<file path="src/rtl/pcsb_pkg.sv">
// Shared widths, status codes and register map of the coincidence sinogram binner.
`default_nettype none

package pcsb_pkg;

  // Fixed payload widths
  localparam int CRYSTAL_W = 6;
  localparam int BLOCK_W   = 3;
  localparam int SECTOR_W  = 6;
  localparam int STATUS_W  = 2;
  localparam int RING_W    = 5;
  localparam int BIN_W     = 9;
  localparam int ADDR_W    = 25;

  // Configuration port
  localparam int PADDR_W = 3;
  localparam int PDATA_W = 32;
  localparam int MAX_RD_W = 5;
  localparam logic [MAX_RD_W-1:0] MAX_RD_RESET = 5'd11;
  localparam logic REG_MAX_RING_DIFF = 1'b0;

  // Result status
  typedef enum logic [STATUS_W-1:0] {
    STATUS_BINNED    = 2'd0,
    STATUS_RING_DIFF = 2'd1,
    STATUS_RADIAL    = 2'd2,
    STATUS_GEOMETRY  = 2'd3
  } status_t;

endpackage

`default_nettype wire

</file>
<file path="src/rtl/pcsb_hit_decode.sv">
// Decodes one hit into its ring number and its crystal index around the ring.
`default_nettype none

module pcsb_hit_decode #(
  parameter int CRYSTALS_TANGENTIAL = 6,
  parameter int CRYSTALS_AXIAL      = 6,
  parameter int MODULES_TANGENTIAL  = 2,
  parameter int DETECTORS_PER_RING  = 672,
  parameter int RING_COUNT          = 18,
  parameter int RW                  = 6,
  parameter int DW                  = 12
) (
  input  wire logic [pcsb_pkg::CRYSTAL_W-1:0] crystal,
  input  wire logic [pcsb_pkg::BLOCK_W-1:0]   block,
  input  wire logic [pcsb_pkg::SECTOR_W-1:0]  sector,
  output logic [RW-1:0]                       ring,
  output logic [DW-1:0]                       det,
  output logic                                outside
);
  import pcsb_pkg::*;

  localparam int CRY_N = 2 ** CRYSTAL_W;
  localparam int BLK_N = 2 ** BLOCK_W;

  // Quotient and remainder tables, filled at elaboration
  logic [CRYSTAL_W-1:0] cry_q_tbl [CRY_N];
  logic [CRYSTAL_W-1:0] cry_r_tbl [CRY_N];
  logic [BLOCK_W-1:0]   blk_q_tbl [BLK_N];
  logic [BLOCK_W-1:0]   blk_r_tbl [BLK_N];

  for (genvar g = 0; g < CRY_N; g++) begin : g_cry_tbl
    assign cry_q_tbl[g] = CRYSTAL_W'(g / CRYSTALS_TANGENTIAL);
    assign cry_r_tbl[g] = CRYSTAL_W'(g % CRYSTALS_TANGENTIAL);
  end

  for (genvar g = 0; g < BLK_N; g++) begin : g_blk_tbl
    assign blk_q_tbl[g] = BLOCK_W'(g / MODULES_TANGENTIAL);
    assign blk_r_tbl[g] = BLOCK_W'(g % MODULES_TANGENTIAL);
  end

  // Axial position gives the ring, tangential position the crystal index
  assign ring = RW'(32'(cry_q_tbl[crystal]) + 32'(blk_q_tbl[block]) * CRYSTALS_AXIAL);
  assign det  = DW'(32'(sector) * (MODULES_TANGENTIAL * CRYSTALS_TANGENTIAL)
                    + 32'(blk_r_tbl[block]) * CRYSTALS_TANGENTIAL
                    + 32'(cry_r_tbl[crystal]));

  // Hit beyond the scanner geometry
  assign outside = (32'(ring) >= RING_COUNT) || (32'(det) >= DETECTORS_PER_RING);

endmodule

`default_nettype wire

</file>
<file path="src/rtl/pet_coincidence_sinogram_binner_core.sv">
// Beats pass stage registers 1 to 5, then the output registers. Throughput: one
// coincidence per cycle while not stalled; six register stages, each stage moves when
// its successor is empty or moving, so bubbles collapse under an output stall.
// The address multiply-add chain (ring pair, angle, radial) sets the stage count.
// Reset: synchronous; clears all stage valid bits and sets max_ring_difference to 11.
`default_nettype none

module pet_coincidence_sinogram_binner_core #(
  parameter int CRYSTALS_TANGENTIAL = 6,
  parameter int CRYSTALS_AXIAL      = 6,
  parameter int MODULES_TANGENTIAL  = 2,
  parameter int DETECTORS_PER_RING  = 672,
  parameter int RADIAL_BINS         = 283,
  parameter int RING_COUNT          = 18
) (
  input  wire logic                           clk,
  input  wire logic                           rst,
  // configuration port
  input  wire logic                           psel,
  input  wire logic                           penable,
  input  wire logic                           pwrite,
  input  wire logic [pcsb_pkg::PADDR_W-1:0]   paddr,
  input  wire logic [pcsb_pkg::PDATA_W-1:0]   pwdata,
  output logic [pcsb_pkg::PDATA_W-1:0]        prdata,
  output logic                                pready,
  // input channel
  input  wire logic                           in_valid,
  output logic                                in_stall,
  input  wire logic [pcsb_pkg::CRYSTAL_W-1:0] crystal_a,
  input  wire logic [pcsb_pkg::BLOCK_W-1:0]   block_a,
  input  wire logic [pcsb_pkg::SECTOR_W-1:0]  sector_a,
  input  wire logic [pcsb_pkg::CRYSTAL_W-1:0] crystal_b,
  input  wire logic [pcsb_pkg::BLOCK_W-1:0]   block_b,
  input  wire logic [pcsb_pkg::SECTOR_W-1:0]  sector_b,
  // output channel
  output logic                                out_valid,
  input  wire logic                           out_stall,
  output logic [pcsb_pkg::STATUS_W-1:0]       status,
  output logic [pcsb_pkg::RING_W-1:0]         ring_first,
  output logic [pcsb_pkg::RING_W-1:0]         ring_second,
  output logic [pcsb_pkg::BIN_W-1:0]          angle_bin,
  output logic [pcsb_pkg::BIN_W-1:0]          radial_bin,
  output logic [pcsb_pkg::ADDR_W-1:0]         hist_address
);
  import pcsb_pkg::*;

  // Derived geometry and widths
  localparam int D       = DETECTORS_PER_RING;
  localparam int HALF    = D / 2;
  localparam int QUARTER = D / 4;
  localparam int U_OFS   = RADIAL_BINS / 2;
  localparam int R_MAX   = 63 / CRYSTALS_TANGENTIAL + (7 / MODULES_TANGENTIAL) * CRYSTALS_AXIAL;
  localparam int D_MAX   = 63 * MODULES_TANGENTIAL * CRYSTALS_TANGENTIAL
                           + 7 * CRYSTALS_TANGENTIAL + 63;
  localparam int RAW_RW  = $clog2(R_MAX + 1);
  localparam int RAW_DW  = $clog2(D_MAX + 1);
  localparam int RRW     = (RING_COUNT > 1) ? $clog2(RING_COUNT) : 1;
  localparam int DRW     = $clog2(D);
  localparam int PHW     = $clog2(HALF + 1);
  localparam int UW      = $clog2(D + RADIAL_BINS + 1) + 1;
  localparam int URW     = $clog2(RADIAL_BINS);
  localparam int ZW      = $clog2(2 * D + 2) + 1;
  localparam int M1W     = $clog2(RING_COUNT * RING_COUNT + 1);

  // Configuration register
  logic [MAX_RD_W-1:0] max_rd;
  logic                cfg_write;

  assign pready    = 1'b1;
  assign cfg_write = psel && penable && pwrite && (paddr[2] == REG_MAX_RING_DIFF);
  assign prdata    = (paddr[2] == REG_MAX_RING_DIFF) ? PDATA_W'(max_rd) : '0;

  always_ff @(posedge clk) begin
    if (rst) begin
      max_rd <= MAX_RD_RESET;
    end else if (cfg_write) begin
      max_rd <= pwdata[MAX_RD_W-1:0];
    end
  end

  // Stage enables: a stage loads when empty or when its successor loads
  logic v1, v2, v3, v4, v5, v6;
  logic en1, en2, en3, en4, en5, en6;

  assign en6      = !v6 || !out_stall;
  assign en5      = !v5 || en6;
  assign en4      = !v4 || en5;
  assign en3      = !v3 || en4;
  assign en2      = !v2 || en3;
  assign en1      = !v1 || en2;
  assign in_stall = !en1;
  assign out_valid = v6;

  always_ff @(posedge clk) begin
    if (rst) begin
      v1 <= 1'b0;
      v2 <= 1'b0;
      v3 <= 1'b0;
      v4 <= 1'b0;
      v5 <= 1'b0;
      v6 <= 1'b0;
    end else begin
      if (en1) v1 <= in_valid;
      if (en2) v2 <= v1;
      if (en3) v3 <= v2;
      if (en4) v4 <= v3;
      if (en5) v5 <= v4;
      if (en6) v6 <= v5;
    end
  end

  // Stage 1: hit decode
  logic [RAW_RW-1:0] ring_a, ring_b;
  logic [RAW_DW-1:0] det_a, det_b;
  logic              outside_a, outside_b;

  pcsb_hit_decode #(
    .CRYSTALS_TANGENTIAL(CRYSTALS_TANGENTIAL), .CRYSTALS_AXIAL(CRYSTALS_AXIAL),
    .MODULES_TANGENTIAL(MODULES_TANGENTIAL), .DETECTORS_PER_RING(DETECTORS_PER_RING),
    .RING_COUNT(RING_COUNT), .RW(RAW_RW), .DW(RAW_DW)
  ) u_hit_a (
    .crystal(crystal_a), .block(block_a), .sector(sector_a),
    .ring(ring_a), .det(det_a), .outside(outside_a)
  );

  pcsb_hit_decode #(
    .CRYSTALS_TANGENTIAL(CRYSTALS_TANGENTIAL), .CRYSTALS_AXIAL(CRYSTALS_AXIAL),
    .MODULES_TANGENTIAL(MODULES_TANGENTIAL), .DETECTORS_PER_RING(DETECTORS_PER_RING),
    .RING_COUNT(RING_COUNT), .RW(RAW_RW), .DW(RAW_DW)
  ) u_hit_b (
    .crystal(crystal_b), .block(block_b), .sector(sector_b),
    .ring(ring_b), .det(det_b), .outside(outside_b)
  );

  logic [RRW-1:0] s1_r1, s1_r2;
  logic [DRW-1:0] s1_d1, s1_d2;
  logic           s1_outside;

  // Out-of-geometry hits are flagged; their truncated fields are never used
  always_ff @(posedge clk) begin
    if (en1) begin
      s1_r1      <= RRW'(ring_a);
      s1_r2      <= RRW'(ring_b);
      s1_d1      <= DRW'(det_a);
      s1_d2      <= DRW'(det_b);
      s1_outside <= outside_a || outside_b;
    end
  end

  // Stage 2: ring difference check, sum, difference, angle bin
  logic [RRW-1:0]        ring_diff;
  logic                  too_far;
  logic [DRW:0]          sum_c;
  logic signed [DRW:0]   diff_c;
  logic [DRW-1:0]        absdiff_c;
  logic [DRW+1:0]        psum;
  logic [DRW-1:0]        pmod;
  logic                  inside_c;
  status_t               status2_c;

  always_comb begin
    ring_diff = (s1_r1 >= s1_r2) ? s1_r1 - s1_r2 : s1_r2 - s1_r1;
    too_far   = 32'(ring_diff) > 32'(max_rd);
    sum_c     = {1'b0, s1_d1} + {1'b0, s1_d2};
    diff_c    = $signed({1'b0, s1_d1}) - $signed({1'b0, s1_d2});
    absdiff_c = diff_c[DRW] ? DRW'(-diff_c) : DRW'(diff_c);
    // (sum + half) mod D, operand below three times D
    psum      = (DRW+2)'(sum_c) + (DRW+2)'(HALF);
    if (32'(psum) >= 2 * D) begin
      pmod = DRW'(32'(psum) - 2 * D);
    end else if (32'(psum) >= D) begin
      pmod = DRW'(32'(psum) - D);
    end else begin
      pmod = DRW'(psum);
    end
    inside_c  = (32'(sum_c) < (3 * D) / 2) && (32'(sum_c) >= HALF);
    if (s1_outside) begin
      status2_c = STATUS_GEOMETRY;
    end else if (too_far) begin
      status2_c = STATUS_RING_DIFF;
    end else begin
      status2_c = STATUS_BINNED;
    end
  end

  logic [RRW-1:0]      s2_r1, s2_r2;
  logic [DRW-1:0]      s2_d1, s2_d2;
  logic signed [DRW:0] s2_diff;
  logic [DRW-1:0]      s2_absdiff;
  logic [PHW-1:0]      s2_phi;
  logic                s2_inside;
  status_t             s2_status;

  always_ff @(posedge clk) begin
    if (en2) begin
      s2_r1      <= s1_r1;
      s2_r2      <= s1_r2;
      s2_d1      <= s1_d1;
      s2_d2      <= s1_d2;
      s2_diff    <= diff_c;
      s2_absdiff <= absdiff_c;
      s2_phi     <= PHW'(pmod >> 1);
      s2_inside  <= inside_c;
      s2_status  <= status2_c;
    end
  end

  // Stage 3: radial bin, range check, half-angle shift
  logic signed [UW-1:0] u_abs;
  logic signed [UW-1:0] u_c;
  logic                 u_ok;
  logic                 u_even;
  logic signed [ZW-1:0] zx;
  logic signed [ZW-1:0] zr;
  logic signed [ZW-1:0] zt;
  logic signed [ZW-1:0] zadj;
  logic signed [ZW-1:0] z1;
  logic signed [ZW-1:0] z2;
  status_t              status3_c;

  always_comb begin
    u_abs = $signed(UW'(s2_absdiff));
    if (s2_inside) begin
      u_c = u_abs - $signed(UW'(HALF)) + $signed(UW'(U_OFS));
    end else begin
      u_c = $signed(UW'(HALF)) + $signed(UW'(U_OFS)) - u_abs;
    end
    u_ok   = !u_c[UW-1] && (32'(u_c[UW-2:0]) < RADIAL_BINS);
    u_even = !u_c[0];
    // truncating halving: bias negative values by one before the shift
    zx   = $signed(ZW'(HALF)) - ZW'(s2_diff) - $signed(ZW'(u_even));
    zr   = zx + $signed(ZW'(zx[ZW-1]));
    zt   = zr >>> 1;
    zadj = u_even ? $signed(ZW'(HALF - 1)) : $signed(ZW'(HALF));
    z1   = (zt >= $signed(ZW'(QUARTER))) ? zt - zadj : zt;
    z2   = (z1 <= $signed(ZW'(-QUARTER))) ? z1 + zadj : z1;
    if ((s2_status == STATUS_BINNED) && !u_ok) begin
      status3_c = STATUS_RADIAL;
    end else begin
      status3_c = s2_status;
    end
  end

  logic [RRW-1:0]       s3_r1, s3_r2;
  logic [DRW-1:0]       s3_d1, s3_d2;
  logic signed [ZW-1:0] s3_zi;
  logic [PHW-1:0]       s3_phi;
  logic [URW-1:0]       s3_u;
  status_t              s3_status;

  always_ff @(posedge clk) begin
    if (en3) begin
      s3_r1     <= s2_r1;
      s3_r2     <= s2_r2;
      s3_d1     <= s2_d1;
      s3_d2     <= s2_d2;
      s3_zi     <= z2;
      s3_phi    <= s2_phi;
      s3_u      <= URW'(u_c);
      s3_status <= status3_c;
    end
  end

  // Stage 4: shifted crystals, ring pair ordering, ring part of address
  function automatic logic [DRW-1:0] wrap_det(input logic signed [ZW:0] e);
    logic [DRW-1:0] w;
    if (e < 0) begin
      w = DRW'(e + $signed((ZW+1)'(D)));
    end else if (e >= $signed((ZW+1)'(D))) begin
      w = DRW'(e - $signed((ZW+1)'(D)));
    end else begin
      w = DRW'(e);
    end
    return w;
  endfunction

  logic signed [ZW:0] e1, e2;
  logic [DRW-1:0]     w1, w2;
  logic [RRW-1:0]     first_c, second_c;

  always_comb begin
    e1 = $signed((ZW+1)'(s3_d1)) + (ZW+1)'(s3_zi);
    e2 = $signed((ZW+1)'(s3_d2)) - (ZW+1)'(s3_zi);
    w1 = wrap_det(e1);
    w2 = wrap_det(e2);
    if (w1 >= w2) begin
      first_c  = s3_r1;
      second_c = s3_r2;
    end else begin
      first_c  = s3_r2;
      second_c = s3_r1;
    end
  end

  logic [RRW-1:0] s4_first, s4_second;
  logic [M1W-1:0] s4_m1;
  logic [PHW-1:0] s4_phi;
  logic [URW-1:0] s4_u;
  status_t        s4_status;

  always_ff @(posedge clk) begin
    if (en4) begin
      s4_first  <= first_c;
      s4_second <= second_c;
      s4_m1     <= M1W'(32'(first_c) * RING_COUNT + 32'(second_c));
      s4_phi    <= s3_phi;
      s4_u      <= s3_u;
      s4_status <= s3_status;
    end
  end

  // Stage 5: fold in the angle bin
  logic [RRW-1:0]    s5_first, s5_second;
  logic [ADDR_W-1:0] s5_m2;
  logic [PHW-1:0]    s5_phi;
  logic [URW-1:0]    s5_u;
  status_t           s5_status;

  always_ff @(posedge clk) begin
    if (en5) begin
      s5_first  <= s4_first;
      s5_second <= s4_second;
      s5_m2     <= ADDR_W'(64'(s4_m1) * HALF + 64'(s4_phi));
      s5_phi    <= s4_phi;
      s5_u      <= s4_u;
      s5_status <= s4_status;
    end
  end

  // Stage 6: fold in the radial bin; rejected beats carry zero fields
  logic binned5;
  assign binned5 = (s5_status == STATUS_BINNED);

  always_ff @(posedge clk) begin
    if (en6) begin
      status       <= s5_status;
      ring_first   <= binned5 ? RING_W'(s5_first) : '0;
      ring_second  <= binned5 ? RING_W'(s5_second) : '0;
      angle_bin    <= binned5 ? BIN_W'(s5_phi) : '0;
      radial_bin   <= binned5 ? BIN_W'(s5_u) : '0;
      hist_address <= binned5 ? ADDR_W'(64'(s5_m2) * RADIAL_BINS + 64'(s5_u)) : '0;
    end
  end

  // Checks
  a_stall_only_when_blocked: assert property (@(posedge clk) disable iff (rst)
    in_stall |-> (out_valid && out_stall))
    else $error("input stalled while output side is free");

  a_radial_in_range: assert property (@(posedge clk) disable iff (rst)
    (out_valid && status == STATUS_BINNED) |-> (32'(radial_bin) < RADIAL_BINS))
    else $error("binned beat with radial bin out of range");

  a_rejected_zero: assert property (@(posedge clk) disable iff (rst)
    (out_valid && status != STATUS_BINNED) |->
      (hist_address == '0 && angle_bin == '0 && ring_first == '0))
    else $error("rejected beat carries nonzero fields");

endmodule

`default_nettype wire
</file>
<file path="config.mk">
export PLATFORM = sky130hd
export DESIGN_NAME = pet_coincidence_sinogram_binner_core
export DESIGN_NICKNAME = d
export VERILOG_FILES = /design/src/rtl/pcsb_pkg.sv /design/src/rtl/pcsb_hit_decode.sv /design/src/rtl/pet_coincidence_sinogram_binner_core.sv
export SDC_FILE = /design/constraint.sdc
export NUM_CORES = 1
export LEC_CHECK = 0
export BUFFER_PORTS_ARGS = -buffer_cell sky130_fd_sc_hd__buf_2
export CORE_MARGIN = 2
export CORE_UTILIZATION = 50
export DETAILED_ROUTE_END_ITERATION = 16
export PLACE_DENSITY = 0.74
export SLEW_MARGIN = 20
export SYNTH_ARGS = -nofsm -noshare
export SYNTH_HDL_FRONTEND = slang
export SYNTH_SLANG_ARGS = --single-unit
</file>
<file path="constraint.sdc">
create_clock -name clk -period 5.95 [get_ports clk]
set_clock_uncertainty 0.15 [all_clocks]
set_input_delay 1.19 -clock clk [delete_from_list [all_inputs] [get_ports clk]]
set_output_delay 1.19 -clock clk [all_outputs]
set_load 0.005 [all_outputs]
</file>
Word level (Yosys, flattened, before mapping). Memory sizes are Yosys's and may differ from the RTL's. Index checks and enable logic that the tools add are counted.

Flip-flop bits (word level): 316. Memory bits (read-only): 1632. Output and inout port bits: 90. Word-level logic and storage cells: 182. Memories kept: 8.

Memory list: (name not given) (words 64, width 6, rd ports 1, clocked after memory_dff 0, wr ports 0, RTL line pcsb_hit_decode.sv:45) `+ 32'(cry_r_tbl[crystal]));`; (name not given) (words 64, width 6, rd ports 1, clocked after memory_dff 0, wr ports 0, RTL line pcsb_hit_decode.sv:42) `assign ring = RW'(32'(cry_q_tbl[crystal]) + 32'(blk_q_tbl[block]) * CRYSTALS_AXIAL);`; (name not given) (words 64, width 6, rd ports 1, clocked after memory_dff 0, wr ports 0, RTL line pcsb_hit_decode.sv:45); (name not given) (words 64, width 6, rd ports 1, clocked after memory_dff 0, wr ports 0, RTL line pcsb_hit_decode.sv:42); (name not given) (words 8, width 3, rd ports 1, clocked after memory_dff 0, wr ports 0, RTL line pcsb_hit_decode.sv:44) `+ 32'(blk_r_tbl[block]) * CRYSTALS_TANGENTIAL`; (name not given) (words 8, width 3, rd ports 1, clocked after memory_dff 0, wr ports 0, RTL line pcsb_hit_decode.sv:44); 2 more memories.

Add/subtract/negate cells: 31. Multiply operators: 9. Order comparisons: 22. Mux-type cells: 32. Bitwise operators: 5. Reductions and logical operators: 28.

Operator list (number): two-way mux 10 bit (7); two-way mux 5 bit (9); adder 10 x 6 -> 10 bit (4); subtractor 10 bit, second input constant (3); >= comparator 13 x 11 -> 1 bit, second input constant (2); less-than comparator 13 x 1 -> 1 bit, second input constant (2); adder 25 x 9 -> 25 bit (1); multiplier 25 x 9 -> 25 bit, second input constant (1); two-way mux 12 bit (2); two-way mux 3 bit (8); two-way mux 6 bit (4); >= comparator 11 x 9 -> 1 bit, second input constant (2); adder 10 bit, second input constant (2); >= comparator 10 bit, second input constant (2); adder 18 x 9 -> 19 bit (1); multiplier 6 x 2 -> 8 bit, second input constant (2); >= comparator 7 bit, second input constant (2); multiplier 9 x 5 -> 14 bit, second input constant (1); NOT 6 -> 7 bit (2); adder 11 x 12 -> 13 bit (1); subtractor 11 x 12 -> 13 bit (1); adder 11 x 9 -> 12 bit, second input constant (1); adder 12 x 10 -> 12 bit (1); adder 12 x 2 -> 12 bit (1); 34 further kinds (65).

Logic depth before layout (Yosys ltp).
Depth after elaboration: 10. Mapped depth: 31. Mapped depth without buffers: 31.

Modules after synthesis. From an unflattened synthesis, not the netlist that was laid out.

Cell total of the unflattened synthesis: 1934. Area total of the unflattened synthesis: 21730.8 um^2.

Modules (own cells, without submodules): pet_coincidence_sinogram_binner_core (instances 1, cells an instance 1716, area each 19911.6 um^2); pcsb_hit_decode (instances 2, cells an instance 109, area each 909.6 um^2).

Worst setup path before layout. Ideal clock, no wire load.

Path kind: register to register. From: register s3_zi[0]. To: register s4_m1[8] (data pin). Library setup time: 262 ps. Arrival: 5961 ps. Setup slack: -423 ps. Stages on the path, launching flop included: 30. Buffers on the path: 0. Clock period less this slack: 6373 ps. Path through: edfxtp_1 -> ha_1 -> inv_1 -> fa_1 -> nor2b_1 -> o21ai_0 -> a21boi_0 -> o21ai_0 -> a21boi_0 -> nor2_1 -> inv_1 -> ha_1 -> o41ai_1 -> o2bb2ai_1 -> a22oi_1 -> o31ai_1 -> xnor2_1 -> ha_1 -> a2111oi_0 -> o31ai_1 -> a21oi_2 -> mux2_2 -> ha_1 -> ha_1 -> fa_1 -> nand2_1 -> nor2_1 -> a21oi_1 -> a21oi_1 -> xor2_1.

Longest elaborated chain between the ends: 8.

Ends and longest elaborated chain: start: declaration (RTL line pet_coincidence_sinogram_binner_core.sv:246) `logic signed [ZW-1:0] s3_zi;`; start signal: assignment (RTL line pet_coincidence_sinogram_binner_core.sv:257) `s3_zi <= z2;`; adder 11 x 12 -> 13 bit or subtractor 11 x 12 -> 13 bit (tied branches) (RTL line pet_coincidence_sinogram_binner_core.sv:282, pet_coincidence_sinogram_binner_core.sv:283); >= comparator 13 x 11 -> 1 bit or subtractor 10 bit (tied branches) (RTL line pet_coincidence_sinogram_binner_core.sv:269, pet_coincidence_sinogram_binner_core.sv:270); two-way mux 10 bit (RTL line pet_coincidence_sinogram_binner_core.sv:269) `end else if (e >= $signed((ZW+1)'(D))) begin`; two-way mux 10 bit (RTL line pet_coincidence_sinogram_binner_core.sv:267) `if (e < 0) begin`; >= comparator 10 bit (*) (RTL line pet_coincidence_sinogram_binner_core.sv:286) `if (w1 >= w2) begin`; two-way mux 5 bit (*) (RTL line pet_coincidence_sinogram_binner_core.sv:286); via first_c[1] (RTL line pet_coincidence_sinogram_binner_core.sv:279) `logic [RRW-1:0] first_c, second_c;`; multiplier 5 x 4 -> 8 bit (*) (RTL line pet_coincidence_sinogram_binner_core.sv:305) `s4_m1 <= M1W'(32'(first_c) * RING_COUNT + 32'(second_c));`; adder 9 x 5 -> 9 bit (*) (RTL line pet_coincidence_sinogram_binner_core.sv:305); end signal: assignment (RTL line pet_coincidence_sinogram_binner_core.sv:305); end: declaration (RTL line pet_coincidence_sinogram_binner_core.sv:296) `logic [M1W-1:0] s4_m1;`.

Mark *: on every way through the listed nets, which the timed path passes. The rest lies on a longest branch. A chain may end at the register's enable or synchronous reset.

Worst setup path after layout. Ends and elaborated chain as after synthesis.

==> results.toml <==
[status]
status = "finished, violations left"
violations = "negative setup slack"

[floorplanning]
fp.dieW_um = 210.9
core_area_um2 = 42130
io_pins = 162
rows = 75
dieArea_um2 = 44480
start_util_pct = 50.80
die_h_um = 210.9

[drt]
drc = 0
routedWlPerCell_um = 15.78
routed_wl_um = 41880
first_iter_violations = 861
vias_per_cell = 5.366
drtPass1Iterations = 5
num_vias = 14240
ant_nets = 0

[run]
drv_cap = 0

[worst_setup_path]
critPathKind = "reg2reg"
timing.rr.end = "s4_m1[8]"
cp-end-kind = "register"
crit_fanout = 6
arrival_ps = 6200
r2r_slack_ps = -120
r2r_cells = 28
cp-start-kind = "register"
cp.required_ps = 6080
timing.rr.start = "s3_zi[0]"
crit_path_top_delay_cell = "fa_1"
cpMostUsedCell = "ha_4"
critical-path-max-stage-delay_ps = 530

[placement]
portBuffers = 104
place_congestion = 0.9038
dpl_cell_area_um2 = 22900
dp_hpwl_um = 33200
dp_slack_ps = -391.9

[clock_network]
numCtsBuffers = 35
clk_path_buf_depth = 3
cts_tree = "built"
cts_max_level = 2
clk_pin_slew_ps = 60
insertion_delay_ps = 530
cts_hold_buf = 0
clock-sinks = 304
root_buffer = "clkbuf_16"

[synth]
syn-cell-area_um2 = 21400
async_flop_share_pct = 0
avgSynthCellArea_um2 = 11.32
yosys_warnings = 0
synthCells = 1890
synth_top_area_share_pct = 41.11
synth_cell_type_count = 94
ys_seq_area_share_pct = 42.14
ys_ff_latch = 304
yosysTopAreaCell = "edfxtp_1"
synth_edf_count = 293
synth_ff_type = "edfxtp_1"
yosys-top-cells-area = "edfxtp_1, ha_1, fa_1"

[sta]
rsz0062_at_grt = "yes"
hold_viol_final = 0
slew_violations = 0
worst_pin_slew_ps = 786.2
layout_min_cycle_time_ps = 6071
worst_slack_ps = -120.5
setup-violations-final = 2
fin_hold_ws_ps = 261.7
fin_crit_sh_pct = 102.0
max_freq_ghz = 0.1647
relSlewSlack_pct = 47.27

[global_route]
grtUsageTotal_pct = 19.19
grt_pass1_wl_um = 69210
grt_pass1_vias = 14500
antenna_found_initial = 0
grt_max_degree = 56
grt_overflow = 0

[hold_path]
min_from = "s2_phi[4]"
hold_class = "reg2reg"
min_to = "s3_phi[4]"
whs_path_depth = 0

[final_layout]
final_common_cell = "edfxtp_1"
diodes = 0
final_cell_mix = "edfxtp_1, ha_1, inv_1"
synthToLayoutAreaGrowth_pct = 13.87
design_area_um2 = 24370
drive_gt1_share_pct = 16.13
nNetsFinal = 2514
-- area by class of cell --
cell class                      count  area (um^2)
Multi-Input combinational cell   1324        11570
Clock buffer                       42        923.4
Fill cell                        3386        17760
Sequential cell                   304         9019
Tap cell                          539        674.4
Inverter                          240        900.9
Clock inverter                     19        147.6
Timing Repair Buffer              185         1132
-- cells in the mapped netlist, types with 10 or more instances --
library cell    n
or2_2          13
xnor2_1       101
nand3_1        19
buf_4          29
o21ai_0        57
mux2i_1        16
o211ai_1       10
xor2_1         46
nor2_1        126
nand2b_1       18
a31oi_1        10
nor2b_1        17
mux2_2         13
fa_1           75
o21a_1         12
and2_1         37
edfxtp_1      293
o21bai_1       22
nor3_1         31
o22ai_1        11
clkbuf_1       19
ha_1          277
a21o_1         42
and3_1         17
dfxtp_1        11
a21oi_1       104
inv_1         240
nand2_1        66
-- worst max path at each step --
stage	slack [ps]	startpoint	cells past startpoint	end
3_3_place_gp	-230	s3_zi[0]	28	s4_m1[8]
5_1_grt	-460	s3_zi[0]	29	s4_m1[8]
4_1_cts	-40	s3_zi[0]	28	s4_m1[8]
6_report	-120	s3_zi[0]	28	s4_m1[8]
3_5_place_dp	-390	s3_zi[0]	28	s4_m1[8]
2_1_floorplan	-80	s3_zi[0]	29	s4_m1[8]
-- timing repair --
action                     4_1_cts  5_1_grt
resized for setup               28       20
pin swaps                       24        5
buffers inserted                22        6
setup endpoints to repair        4        6
-- logic make-up (layout without fill, tap and decap cells) --
| logic type | after synthesis | after routing | synth area share, % |
|---|---|---|---|
| adders and majority gates | 352 | 352 | 23.21 |
| xor gates and xnor gates | 150 | 150 | 6.296 |
| DFF | 304 | 304 | 42.14 |
| buffers and inverters | 289 | 486 | 5.583 |
| other | 2 | 29 | 0.03509 |
| AOI/OAI and AO/OA | 373 | 373 | 11.99 |
| and+or+nand+nor | 386 | 386 | 9.003 |
| muxes | 34 | 34 | 1.748 |
-- per-stage QoR --
step | cells | util (%) | TNS (ps)
after CTS | 2647 | 57.48 | -55.48
final | 2653 | 57.84 | -197.2
after floorplan | 1917 | - | -91.53
after global placement | 2564 | 54.34 | -404.4
after detailed placement | 2564 | 54.34 | -1010
after global routing | 2653 | 57.84 | -1319
-- per-layer routing --
| layer | wire length, um | global-route usage, % | up-vias | part of all wire [%] |
|---|---|---|---|---|
| li1 | - | - | 7065 | - |
| met1 | 17640 | 23.17 | 6768 | 42 |
| met2 | 21340 | 35.37 | 313 | 51 |
| met3 | 1618 | 2.498 | 89 | 3.9 |
| met4 | 1285 | 6.241 | 0 | 3.1 |
| met5 | 0 | 0 | - | 0 |
-- flip-flops by register name (all words and copies together), names as in the netlist, 10 cells and up --
name,flops
hist_address,25
s5_m2,15
s3_zi,12
s2_diff,11
s1_d1,10
s1_d2,10
s2_d1,10
s2_d2,10
s3_d1,10
s3_d2,10
-- worst max-delay path: cells and delay by family, from the launching register on --
| kind | cells | cell delay (ps) |
|---|---|---|
| adders and majority gates | 6 | 1760 |
| DFF | 1 | 460 |
| buffers and inverters | 1 | 140 |
| muxes | 1 | 320 |
| and+or+nand+nor | 8 | 1190 |
| AOI/OAI and AO/OA | 11 | 1720 |
| xor gates and xnor gates | 1 | 80 |
Power is not shown: default switching activity piles up to over one toggle a cycle in this logic, so the estimate is an artifact.
